`src/design/spb_pkg.sv`:
```
// spb_pkg: shared types, codes and sizes for the segment presence bitmap.
// Used by spb_ctrl, spb_dp and segment_presence_bitmap_top. No dependencies.
`timescale 1ns / 1ps

package spb_pkg;

	localparam int MAP_BITS     = 64;
	localparam int IDX_W        = 6;
	localparam int SPAN_W       = 7;
	localparam int ECHO_W       = 16;
	localparam int RESULT_LIMIT = 64;

	localparam logic [2:0] CMD_MARK_WRITTEN   = 3'd0;
	localparam logic [2:0] CMD_MARK_ERASED    = 3'd1;
	localparam logic [2:0] CMD_CLEAR_ALL      = 3'd2;
	localparam logic [2:0] CMD_MISSING_RUNS   = 3'd3;
	localparam logic [2:0] CMD_EXISTING_RUNS  = 3'd4;
	localparam logic [2:0] CMD_MISSING_INDEX  = 3'd5;
	localparam logic [2:0] CMD_EXISTING_INDEX = 3'd6;

	localparam logic [1:0] KIND_ACK   = 2'd0;
	localparam logic [1:0] KIND_FOUND = 2'd1;
	localparam logic [1:0] KIND_NONE  = 2'd2;
	localparam logic [1:0] KIND_ERROR = 2'd3;

	typedef struct packed {
		logic [2:0]        command;
		logic [IDX_W-1:0]  segment_index;
		logic [ECHO_W-1:0] element_size;
	} item_t;

	typedef struct packed {
		logic [1:0]        kind;
		logic [IDX_W-1:0]  run_start;
		logic [IDX_W-1:0]  run_end;
		logic [ECHO_W-1:0] size_echo;
		logic [SPAN_W-1:0] missing_count;
		logic [SPAN_W-1:0] existing_count;
		logic              last;
	} result_t;

	typedef struct packed {
		logic mark;
		logic query;
		logic cfg_load;
		logic scan;
		logic recount;
		logic flush;
	} ctrl_t;

	typedef struct packed {
		logic scan_last;
		logic limit_hit;
	} stat_t;

	function automatic logic is_query(input logic [2:0] c);
		return (c == CMD_MISSING_RUNS) || (c == CMD_EXISTING_RUNS) ||
			(c == CMD_MISSING_INDEX) || (c == CMD_EXISTING_INDEX);
	endfunction

endpackage

```
`src/design/segment_presence_bitmap_top.sv`:
```
// segment_presence_bitmap_top: presence bitmap with run and index listing.
// Depends on spb_pkg, spb_ctrl, spb_dp.
//
//  channel   handshake                 beat
//  --------  ------------------------  ---------------------------------
//  item      start & !busy             command, segment_index, element_size
//  result    result_valid (one cycle)  kind, run/index, echo, counts, last
//  config    cfg_valid & cfg_ready     active_size
//
// Mark, clear and unused commands: one beat per cycle, result in the next
// cycle, busy stays low. List queries: busy while the map is walked (one
// map bit per cycle, up to span = min(active_size, 64) bits or until the
// result limit, then a final beat). A config write busies the block while
// the set count is rebuilt one bit per cycle. Reset clears the map;
// active_size returns to 64. Results cannot be stalled by the receiver.
`timescale 1ns / 1ps

module segment_presence_bitmap_top
	import spb_pkg::*;
(
	input  logic              clk,
	input  logic              arst_n,
	input  logic              start,
	output logic              busy,
	input  item_t             item,
	output result_t           result,
	output logic              result_valid,
	input  logic              cfg_valid,
	output logic              cfg_ready,
	input  logic [SPAN_W-1:0] cfg_data
);

	ctrl_t ctrl;
	stat_t stat;

	spb_ctrl u_ctrl (
		.clk       (clk),
		.arst_n    (arst_n),
		.start     (start),
		.command   (item.command),
		.cfg_valid (cfg_valid),
		.cfg_ready (cfg_ready),
		.busy      (busy),
		.stat      (stat),
		.ctrl      (ctrl)
	);

	spb_dp u_dp (
		.clk          (clk),
		.arst_n       (arst_n),
		.ctrl         (ctrl),
		.stat         (stat),
		.item         (item),
		.cfg_data     (cfg_data),
		.result       (result),
		.result_valid (result_valid)
	);

endmodule

```
`src/design/spb_ctrl.sv`:
```
// spb_ctrl: sequencer for map walks (query scan, recount after config).
// Depends on spb_pkg.
`timescale 1ns / 1ps

module spb_ctrl
	import spb_pkg::*;
(
	input  logic       clk,
	input  logic       arst_n,
	input  logic       start,
	input  logic [2:0] command,
	input  logic       cfg_valid,
	output logic       cfg_ready,
	output logic       busy,
	input  stat_t      stat,
	output ctrl_t      ctrl
);

	typedef enum logic [1:0] {
		ST_IDLE,
		ST_SCAN,
		ST_FLUSH,
		ST_RECOUNT
	} state_t;

	state_t state_q;
	logic   busy_q;
	logic   accept;

	assign busy      = busy_q;
	assign cfg_ready = !busy_q && !start;
	assign accept    = start && !busy_q;

	always_comb begin
		ctrl          = '0;
		ctrl.mark     = accept && !is_query(command);
		ctrl.query    = accept && is_query(command);
		ctrl.cfg_load = cfg_valid && cfg_ready;
		ctrl.scan     = (state_q == ST_SCAN);
		ctrl.recount  = (state_q == ST_RECOUNT);
		ctrl.flush    = (state_q == ST_FLUSH);
	end

	always_ff @(posedge clk or negedge arst_n) begin
		if (!arst_n) begin
			state_q <= ST_IDLE;
			busy_q  <= 1'b0;
		end else begin
			case (state_q)
				ST_IDLE: begin
					if (ctrl.query) begin
						state_q <= ST_SCAN;
						busy_q  <= 1'b1;
					end else if (ctrl.cfg_load) begin
						state_q <= ST_RECOUNT;
						busy_q  <= 1'b1;
					end
				end
				ST_SCAN: begin
					if (stat.scan_last || stat.limit_hit) begin
						state_q <= ST_FLUSH;
					end
				end
				ST_FLUSH: begin
					state_q <= ST_IDLE;
					busy_q  <= 1'b0;
				end
				ST_RECOUNT: begin
					if (stat.scan_last) begin
						state_q <= ST_IDLE;
						busy_q  <= 1'b0;
					end
				end
				default: begin
					state_q <= ST_IDLE;
					busy_q  <= 1'b0;
				end
			endcase
		end
	end

endmodule

```
`src/design/spb_dp.sv`:
```
// spb_dp: presence map, set count, run/index walker and result register.
// Depends on spb_pkg; driven by spb_ctrl commands.
`timescale 1ns / 1ps

module spb_dp
	import spb_pkg::*;
(
	input  logic              clk,
	input  logic              arst_n,
	input  ctrl_t             ctrl,
	output stat_t             stat,
	input  item_t             item,
	input  logic [SPAN_W-1:0] cfg_data,
	output result_t           result,
	output logic              result_valid
);

	localparam logic [SPAN_W-1:0] SPAN_MAX  = SPAN_W'(MAP_BITS);
	localparam logic [SPAN_W-1:0] LIMIT_PRE = SPAN_W'(RESULT_LIMIT - 2);

	logic [MAP_BITS-1:0] map_q;
	logic [SPAN_W-1:0]   active_q;
	logic [SPAN_W-1:0]   exist_q;
	logic [IDX_W-1:0]    idx_q;
	logic                inside_q;
	logic [IDX_W-1:0]    start_q;
	logic                target_q;
	logic                runs_q;
	logic [ECHO_W-1:0]   echo_q;
	logic                pend_valid_q;
	logic [IDX_W-1:0]    pend_start_q;
	logic [IDX_W-1:0]    pend_end_q;
	logic [SPAN_W-1:0]   count_q;
	logic                out_valid_q;
	logic [1:0]          out_kind_q;
	logic [IDX_W-1:0]    out_start_q;
	logic [IDX_W-1:0]    out_end_q;
	logic [ECHO_W-1:0]   out_echo_q;
	logic                out_last_q;

	logic [SPAN_W-1:0] span;
	logic [SPAN_W-1:0] idx_ext;
	logic              in_range;
	logic              hit;
	logic              found;
	logic [IDX_W-1:0]  f_start;
	logic [IDX_W-1:0]  f_end;
	logic              seg_err;
	logic              seg_active;
	logic              seg_bit;

	assign span     = (active_q > SPAN_MAX) ? SPAN_MAX : active_q;
	assign idx_ext  = {1'b0, idx_q};
	assign in_range = idx_ext < span;
	assign hit      = in_range && (map_q[idx_q] == target_q);

	assign stat.scan_last = (idx_ext + SPAN_W'(1)) >= span;
	assign stat.limit_hit = found && pend_valid_q && (count_q == LIMIT_PRE);

	always_comb begin
		if (runs_q) begin
			found   = in_range && ((hit && stat.scan_last) || (!hit && inside_q));
			f_start = inside_q ? start_q : idx_q;
			f_end   = hit ? idx_q : idx_q - IDX_W'(1);
		end else begin
			found   = hit;
			f_start = idx_q;
			f_end   = idx_q;
		end
	end

	assign seg_err    = {1'b0, item.segment_index} >= SPAN_MAX;
	assign seg_active = {1'b0, item.segment_index} < span;
	assign seg_bit    = map_q[item.segment_index];

	always_ff @(posedge clk or negedge arst_n) begin
		if (!arst_n) begin
			map_q        <= '0;
			active_q     <= SPAN_MAX;
			exist_q      <= '0;
			idx_q        <= '0;
			inside_q     <= 1'b0;
			pend_valid_q <= 1'b0;
			count_q      <= '0;
			out_valid_q  <= 1'b0;
		end else begin
			out_valid_q <= 1'b0;
			if (ctrl.cfg_load) begin
				active_q <= cfg_data;
				exist_q  <= '0;
				idx_q    <= '0;
			end
			if (ctrl.recount) begin
				if (in_range && map_q[idx_q]) begin
					exist_q <= exist_q + SPAN_W'(1);
				end
				idx_q <= idx_q + IDX_W'(1);
			end
			if (ctrl.query) begin
				idx_q        <= '0;
				inside_q     <= 1'b0;
				pend_valid_q <= 1'b0;
				count_q      <= '0;
			end
			if (ctrl.mark) begin
				out_valid_q <= 1'b1;
				out_kind_q  <= KIND_ACK;
				out_start_q <= '0;
				out_end_q   <= '0;
				out_echo_q  <= '0;
				out_last_q  <= 1'b1;
				case (item.command)
					CMD_MARK_WRITTEN, CMD_MARK_ERASED: begin
						if (seg_err) begin
							out_kind_q  <= KIND_ERROR;
							out_start_q <= item.segment_index;
							out_end_q   <= item.segment_index;
						end else begin
							map_q[item.segment_index] <= (item.command == CMD_MARK_WRITTEN);
							if (seg_active) begin
								if (item.command == CMD_MARK_WRITTEN && !seg_bit) begin
									exist_q <= exist_q + SPAN_W'(1);
								end else if (item.command == CMD_MARK_ERASED && seg_bit) begin
									exist_q <= exist_q - SPAN_W'(1);
								end
							end
						end
					end
					CMD_CLEAR_ALL: begin
						map_q   <= '0;
						exist_q <= '0;
					end
					default: begin
					end
				endcase
			end
			if (ctrl.scan) begin
				idx_q    <= idx_q + IDX_W'(1);
				inside_q <= hit;
				if (found) begin
					pend_valid_q <= 1'b1;
					pend_start_q <= f_start;
					pend_end_q   <= f_end;
					if (pend_valid_q) begin
						out_valid_q <= 1'b1;
						out_kind_q  <= KIND_FOUND;
						out_start_q <= pend_start_q;
						out_end_q   <= pend_end_q;
						out_echo_q  <= echo_q;
						out_last_q  <= 1'b0;
						count_q     <= count_q + SPAN_W'(1);
					end
				end
			end
			if (ctrl.flush) begin
				out_valid_q <= 1'b1;
				out_echo_q  <= echo_q;
				out_last_q  <= 1'b1;
				if (pend_valid_q) begin
					out_kind_q  <= KIND_FOUND;
					out_start_q <= pend_start_q;
					out_end_q   <= pend_end_q;
				end else begin
					out_kind_q  <= KIND_NONE;
					out_start_q <= '0;
					out_end_q   <= '0;
				end
			end
		end
	end

	// query descriptor and run start
	always_ff @(posedge clk) begin
		if (ctrl.query) begin
			target_q <= (item.command == CMD_EXISTING_RUNS) ||
				(item.command == CMD_EXISTING_INDEX);
			runs_q   <= (item.command == CMD_MISSING_RUNS) ||
				(item.command == CMD_EXISTING_RUNS);
			echo_q   <= item.element_size;
		end
		if (ctrl.scan && hit && !inside_q) begin
			start_q <= idx_q;
		end
	end

	assign result_valid = out_valid_q;

	always_comb begin
		result                = '0;
		result.kind           = out_kind_q;
		result.run_start      = out_start_q;
		result.run_end        = out_end_q;
		result.size_echo      = out_echo_q;
		result.existing_count = exist_q;
		result.missing_count  = span - exist_q;
		result.last           = out_last_q;
	end

endmodule
```
`config.mk`:
```
export PLATFORM = sky130hd
export DESIGN_NAME = segment_presence_bitmap_top
export DESIGN_NICKNAME = d
export VERILOG_FILES = /design/src/design/spb_pkg.sv /design/src/design/segment_presence_bitmap_top.sv /design/src/design/spb_ctrl.sv /design/src/design/spb_dp.sv
export SDC_FILE = /design/constraint.sdc
export NUM_CORES = 1
export LEC_CHECK = 0
export BUFFER_PORTS_ARGS = -buffer_cell sky130_fd_sc_hd__buf_2
export CORE_ASPECT_RATIO = 0.9
export CORE_MARGIN = 2
export CORE_UTILIZATION = 25
export CTS_CLUSTER_DIAMETER = 30
export DETAILED_ROUTE_END_ITERATION = 10
export PLACE_DENSITY = 0.39
export RECOVER_POWER = 100
export SYNTH_ARGS = -nofsm -noshare
export SYNTH_HDL_FRONTEND = slang
export SYNTH_HIERARCHICAL = 1
export SYNTH_SLANG_ARGS = --single-unit
export TNS_END_PERCENT = 1
```
`constraint.sdc`:
```
create_clock -name clk -period 11.7 [get_ports clk]
set_clock_uncertainty 0.2 [all_clocks]
set_input_delay 1.17 -clock clk [delete_from_list [all_inputs] [get_ports clk]]
set_output_delay 1.17 -clock clk [all_outputs]
set_load 0.01 [all_outputs]
```
==> results.ini, run 1 <==
[status]
status = finished, violations left
violations = max-capacitance violations, max-slew violations

[power_and_ir_drop]
p_leak_nw = 4.19
max-vdd-ir-drop_mv = 0.0875
power_density_mw_per_mm2 = 208

[yosys]
syn_nets = 961
synth.distinct_cells = 68
yosys_register_bits = 164
seq_area_frac_synth_pct = 46.7
async_flop_share_pct = 59.1
synth-edff-count = 67
syn_inst = 894
yosys_warnings = 6
avgSynthCellArea_um2 = 10.6
syn_area_mm2 = 0.00951
synthFlopType = dfrtp_1

[global_routing]
track_usage_pct = 15.0
grt_pass1_vias = 7219
grt_overflow_total = 0
grt_pass1_wl_mm = 45.2
grt_max_degree = 73
antenna_found_initial = 0

[layout]
final_cell_area_mm2 = 0.0108
nets = 1016
diodes = 0
final_util_pct = 29.0
layout-drive-gt1-share_pct = 14.4
seq_area_mm2 = 0.00444
final_cells = 1445
nFillCells = 3935
syn_to_final_growth_pct = 14.0
multiInputGateArea_mm2 = 0.00463

[timing]
tns_ps = 0
report.final.slew_viol_count = 271
min_period_ps = 7140
hold_viol = 0
worstMarginPinSlew_ps = 4300
finalCritPeriodShare_pct = 61.0
clock.fmax_mhz = 140
setup_ws_ps = 4560
setup_viol = 0
rsz0062_at_grt = false
timing.slew.headroom_pct = -187

[clock_tree]
clkLatencyLatePin_ps = 450
cts_root_buf = clkbuf_16
post_cts_buffers = 0
ctsHoldBuffers = 0
cts-buffers-inserted = 17
clk_pin_slew_ps = 70
ctsResizeCount = 0
htreeDepth = 4
clk_path_buf_depth = 2
cts_tree = built
cts.sinks = 164

[die]
rows = 67
fp.dieH_um = 189
initial_utilization_pct = 25.4
num_io_pins = 84
coreArea_mm2 = 0.0374
dieArea_mm2 = 0.0396
die_w_um = 210

[worst_hold_path]
min_to = u_dp/active_q[4]
hold_depth = 1
hp-class = register to register
worstHoldStart = u_dp/active_q[4]

[job]
maxCapViolations = 7

[detailed_routing]
finalWirelength_mm = 29.3
avgViaCountPerCell = 5.09
final_antenna_net_count = 0
vias = 7349
drt_iter0_drc = 425
routedWlPerCell_um = 20.3
drc_errors = 0
dr.pass1.iters = 4

[critical_path]
rr_endpoint = u_dp/out_echo_q[1]
crit_path_frequent_cell = clkbuf_1
crit_required_ps = 11310
start_kind = input pin
cp_max_fo = 72
cp_slowest_cell = clkbuf_1
setup.worst_path.end_class = asynchronous set/reset pin
slowest_delay_ps = 2960
rr_startpoint = u_dp/idx_q[0]
r2r_slack_ps = 4760
crit_type = input pin to asynchronous set/reset pin
cp.buffers_inverters = 2
cp_data_arrival_time_ps = 6740
r2r_cells = 13
crit_chain = clkbuf_1, clkbuf_1
crit_family = buffers and inverters

[place]
dp_worst_setup_slack_ps = 6800
dp.cells = 1413
place.gp.congestion = 0.792
placed_area_mm2 = 0.0104
place_hpwl_mm = 19.9
io_buffers = 83

[state kept, by name, indices dropped and copies added, names as in the netlist, 2 cells and up]
register           count
u_dp/map_q            64
u_dp/echo_q           16
u_dp/out_echo_q       16
u_dp/active_q          7
u_dp/count_q           7
u_dp/exist_q           7
u_dp/idx_q             6
u_dp/out_end_q         6
u_dp/out_start_q       6
u_dp/pend_end_q        6
u_dp/pend_start_q      6
u_dp/start_q           6
u_ctrl/state_q         2
u_dp/out_kind_q        2
[worst max-delay path by stage]
stage                        startpoint  slack (ps)  depth (start not counted)                    to
after floorplan                item[23]        7610                          6         u_dp/idx_q[0]
after global placement         item[22]        6870                         12       u_dp/exist_q[3]
after detailed placement       item[22]        6800                         12       u_dp/exist_q[3]
after CTS                 u_dp/idx_q[0]        7050                          9  u_dp/pend_start_q[2]
after global routing             arst_n        3390                          2        u_dp/map_q[40]
final                            arst_n        4560                          2        u_dp/map_q[40]
[metrics by stage]
step,total power [mW],hold slack (ps)
floorplan,1.44,251
global placement,1.72,290
detailed placement,1.72,297
CTS,2.32,313
global route,2.42,336
finish,2.25,308
[Yosys cell counts, types with 21 or more instances]
master | n | area share [%]
dfrtp_1 | 96 | 25
nand2_1 | 71 | 2.8
o21ai_0 | 70 | 3.7
edfxtp_1 | 67 | 21
a21oi_1 | 45 | 2.4
o211ai_1 | 44 | 3.5
o31ai_1 | 44 | 3.5
clkbuf_1 | 41 | 1.6
inv_1 | 36 | 1.4
ha_1 | 30 | 3.9
nor2_1 | 30 | 1.2
nor2b_1 | 27 | 1.8
nand3_1 | 26 | 1.4
mux2_2 | 21 | 2.5
[layout by cell type, fill, tap and decap left out, types with 5 or more instances in the layout]
cell type and n:
a22o_1 16, mux2_2 20, xnor2_1 15, nand3_1 26
nor3b_1 8, ha_1 30, o21ai_0 70, nor2b_1 27
and2_1 7, mux4_2 20, nor2_1 30, dfrtp_1 96
nand2b_1 6, nand3b_1 7, clkbuf_16 17, xor2_1 9
and3b_1 5, edfxtp_1 67, o211ai_1 44, inv_1 36
and3_1 6, nand2_1 71, a21oi_1 46, nand4_1 6
nor3_1 14, o31ai_1 44, a31o_2 18, buf_4 6
clkbuf_1 57, a21o_1 6, mux2i_1 20, buf_2 34
[per-layer routing]
metal / wire [um] / track usage, % / vias up
li1: - / - / 3497
met4: 233 / 3.27 / 0
met1: 15100 / 22.2 / 3707
met2: 13000 / 22.4 / 131
met3: 1010 / 3.13 / 14
met5: 0 / 0 / -
[logic make-up (layout without fill, tap and decap cells)]
kind of cell	after synthesis	after routing	share of synthesized area, %
AOI/OAI and AO/OA	284	284	20.3
xor gates and xnor gates	24	24	2.21
adders and majority gates	31	31	4.16
buffers and inverters	98	166	4.39
DFF	164	164	46.7
muxes	63	63	9.56
and+or+nand+nor	230	230	12.7
[area by class of cell]
cell class / instances / share of cell area (%)
Clock buffer: 19 / 4.09
Clock inverter: 13 / 1.39
Inverter: 38 / 1.32
Multi-Input combinational cell: 632 / 42.7
Sequential cell: 164 / 41.0
Tap cell: 483 / 5.58
Timing Repair Buffer: 96 / 3.92
[where the power goes]
| group | leakage, nW | switching, mW | internal, mW |
|---|---|---|---|
| registers | 1.96 | 0.106 | 0.742 |
| clock network | 0.278 | 0.259 | 0.323 |
| logic | 1.96 | 0.488 | 0.335 |
| total | 4.19 | 0.853 | 1.40 |
No activity file was read; power rests on OpenSTA's default activity.
==> run 2: changes to the inputs <==
--- a/config.mk
+++ b/config.mk
@@ -11,7 +11,7 @@
 export CORE_UTILIZATION = 25
 export CTS_CLUSTER_DIAMETER = 30
 export DETAILED_ROUTE_END_ITERATION = 10
-export PLACE_DENSITY = 0.39
+export PLACE_DENSITY = 0.4
 export RECOVER_POWER = 100
 export SYNTH_ARGS = -nofsm -noshare
 export SYNTH_HDL_FRONTEND = slang
==> constraint.sdc (replaced) <==
create_clock -name clk -period 5.9 [get_ports clk]
set_clock_uncertainty 0.2 [all_clocks]
set_input_delay 0.59 -clock clk [delete_from_list [all_inputs] [get_ports clk]]
set_output_delay 0.59 -clock clk [all_outputs]
set_load 0.01 [all_outputs]
==> run 2 against run 1 <==
  * The run still ends with max-capacitance violations, max-slew violations left
  * Power is 98% higher
  * Wire length is 0.69% higher
  * Flip-flop and latch count stayed put
  * Setup slack worse by 3700 ps
  * Via count is 1.2% higher
  * Worst hold slack worse by 190 ps
  * Clock power is 98% higher
  * Sequential share of layout area is 0.15 points lower
  * Global-route usage is 0.24 points higher
  * Cell area is 0.36% higher
  * Largest cell class unchanged
==> results.ini, run 2 (synthesis gave the netlist of run 1 again) <==
[clock_tree]
cts_root_buf = clkbuf_16  ; unchanged
cts-buffers-inserted = 17  ; unchanged
ctsResizeCount = 0  ; unchanged
clkLatencyLatePin_ps = 440  ; was 450 ps
post_cts_buffers = 0  ; unchanged
htreeDepth = 4  ; unchanged
cts_tree = built  ; unchanged
cts.sinks = 164  ; unchanged
clk_path_buf_depth = 2  ; unchanged
clk_pin_slew_ps = 70  ; about the same

[global_routing]
met3_usage_pct = 3.07  ; was 3.13%
grt_max_degree = 53  ; was 73
antenna_found_initial = 0  ; unchanged
grt_overflow_total = 0  ; unchanged
grt_pass1_vias = 7331  ; was 7219
grt_pass1_wl_mm = 46.1  ; was 45.2 mm
busiest_layer = met2  ; unchanged
grtUsageMet1_pct = 22.4  ; was 22.2%
track_usage_pct = 15.3  ; was 15.0%
gr-usage-met2_pct = 23.1  ; was 22.4%

[layout]
diodes = 0  ; unchanged
multiInputGateArea_mm2 = 0.00465  ; was 0.00463 mm^2
final_common_cell = dfrtp_1  ; unchanged
final_cell_mix = 96 x dfrtp_1, 71 x nand2_1, 70 x o21ai_0  ; unchanged
final_util_pct = 29.1  ; was 29.0%
nets = 1020  ; was 1016
largest_register_ffs = 64  ; unchanged
reg_top3 = u_dp/map_q (64), u_dp/echo_q (16), u_dp/out_echo_q (16)  ; unchanged
final_cells = 1448  ; was 1445
nFillCells = 3948  ; was 3935
syn_to_final_growth_pct = 14.4  ; was 14.0%
seq_area_mm2 = 0.00444  ; unchanged
regMostFlops = u_dp/map_q  ; unchanged
layout-drive-gt1-share_pct = 14.8  ; was 14.4%

[detailed_routing]
vias = 7435  ; was 7349
final_antenna_net_count = 0  ; unchanged
routedWlPerCell_um = 20.4  ; was 20.3 um
drc_errors = 0  ; unchanged
dr.pass1.iters = 5  ; was 4
drt_iter0_drc = 570  ; was 425
finalWirelength_mm = 29.5  ; was 29.3 mm
avgViaCountPerCell = 5.13  ; was 5.09

[critical_path]
crit_required_ps = 5770  ; was 11310 ps
rr_endpoint = u_dp/pend_start_q[4]  ; was u_dp/out_echo_q[1]
cp_max_fo = 15  ; was 72
crit_type = register to register  ; was input pin to asynchronous set/reset pin
rr_startpoint = u_dp/idx_q[0]  ; unchanged
setup.worst_path.end_class = register  ; was asynchronous set/reset pin
r2r_cells = 9  ; was 13
start_kind = register  ; was input pin
cp_data_arrival_time_ps = 4920  ; was 6740 ps
r2r_slack_ps = 850  ; was 4760 ps

[timing]
hold_viol = 0  ; unchanged
tns_ps = 0  ; unchanged
finalCritPeriodShare_pct = 85.6
setup_ws_ps = 849  ; was 4560 ps
clock.fmax_mhz = 198
min_period_ps = 5050
setup_viol = 0  ; unchanged
rsz0062_at_grt = false  ; unchanged
whs_ps = 116  ; was 308 ps
timing.slew.headroom_pct = -120  ; was -187%
report.final.slew_viol_count = 104  ; was 271
worstMarginPinSlew_ps = 3290  ; was 4300 ps

[power_and_ir_drop]
max-vdd-ir-drop_mv = 0.202  ; was 0.0875 mV
power.switching_mw = 1.68  ; was 0.853 mW
pwr-share-seq_pct = 37.4  ; was 37.6%
power_density_mw_per_mm2 = 410  ; was 208 mW/mm^2
swShare_pct = 37.7  ; was 37.9%
comb_power_share_pct = 36.8  ; was 36.5%
pwr-share-clk_pct = 25.8  ; about the same
p_leak_nw = 4.22  ; was 4.19 nW
intPower_mw = 2.78  ; was 1.40 mW

[worst_hold_path]
min_to = u_dp/echo_q[11]  ; was u_dp/active_q[4]
hold_depth = 1  ; unchanged
hp-class = input pin to register  ; was register to register
worstHoldStart = item[11]  ; was u_dp/active_q[4]

[die]
fp.dieH_um = 189  ; unchanged
initial_utilization_pct = 25.4  ; unchanged
dieArea_mm2 = 0.0396  ; unchanged
rows = 67  ; unchanged
num_io_pins = 84  ; unchanged
coreArea_mm2 = 0.0374  ; unchanged
die_w_um = 210  ; unchanged

[place]
place.gp.congestion = 0.778  ; was 0.792
place_hpwl_mm = 20.2  ; was 19.9 mm
dp.cells = 1416  ; was 1413
dp_worst_setup_slack_ps = 1380  ; was 6800 ps
io_buffers = 83  ; unchanged

[status]
status = finished, violations left  ; unchanged
violations = max-capacitance violations, max-slew violations  ; unchanged

[job]
maxCapViolations = 2  ; was 7

==> run 2: layout make-up <==
type | count | share of cell area (%)
clock buffers | 19 | 4.07
clock inverters | 12 | 1.32
inverters | 38 | 1.31
multi-input cells | 632 | 42.8
flip-flops and latches | 164 | 40.8
well taps | 483 | 5.56
repair buffers | 100 | 4.14
==> run 2: worst max path at each step <==
stage | depth (start not counted) | from | endpoint
detailed placement | 9 | u_dp/idx_q[0] | u_dp/pend_start_q[3]
global route | 8 | item[22] | u_dp/map_q[7]
floorplan | 11 | u_dp/idx_q[0] | u_dp/pend_end_q[0]
CTS | 9 | u_dp/idx_q[0] | u_dp/pend_start_q[3]
finish | 9 | u_dp/idx_q[0] | u_dp/pend_start_q[4]
global placement | 9 | u_dp/idx_q[0] | u_dp/pend_start_q[3]
==> run 2: metrics by stage <==
step | area (um^2) | power [mW]
5_1_grt | 10900 | 4.78
2_1_floorplan | 9510 | 2.85
6_report | 10900 | 4.46
3_5_place_dp | 10400 | 3.41
3_3_place_gp | 10400 | 3.41
4_1_cts | 11000 | 4.59
==> run 2: power by group through the flow <==
| stage | registers (mW) | clock network [mW] | logic [mW] |
|---|---|---|---|
| after floorplan | 1.66 | 0 | 1.19 |
| after CTS | 1.67 | 1.19 | 1.74 |
| after global routing | 1.70 | 1.23 | 1.84 |
| after detailed placement | 1.69 | 0 | 1.73 |
| final | 1.67 | 1.15 | 1.64 |
| after global placement | 1.69 | 0 | 1.72 |
==> run 2: repair_timing <==
action	4_1_cts	5_1_grt
endpoints found under the hold margin	26	0
hold buffers	1	0
setup endpoints to repair	0	0
==> run 2: critical path, stage by stage, from the launching register on <==
cell	delay (ps)
dfrtp_1	690
clkbuf_1	730
mux4_2	590
mux2_2	290
a21oi_1	160
a21oi_1	120
or2_0	420
xor2_1	300
mux2_2	420
nor3b_2	750
==> run 2: per-layer routing <==
metal,vias to the layer above,routed length [um]
li1,3506,-
met1,3756,15100
met2,154,13100
met3,19,1160
met4,0,233
met5,-,0
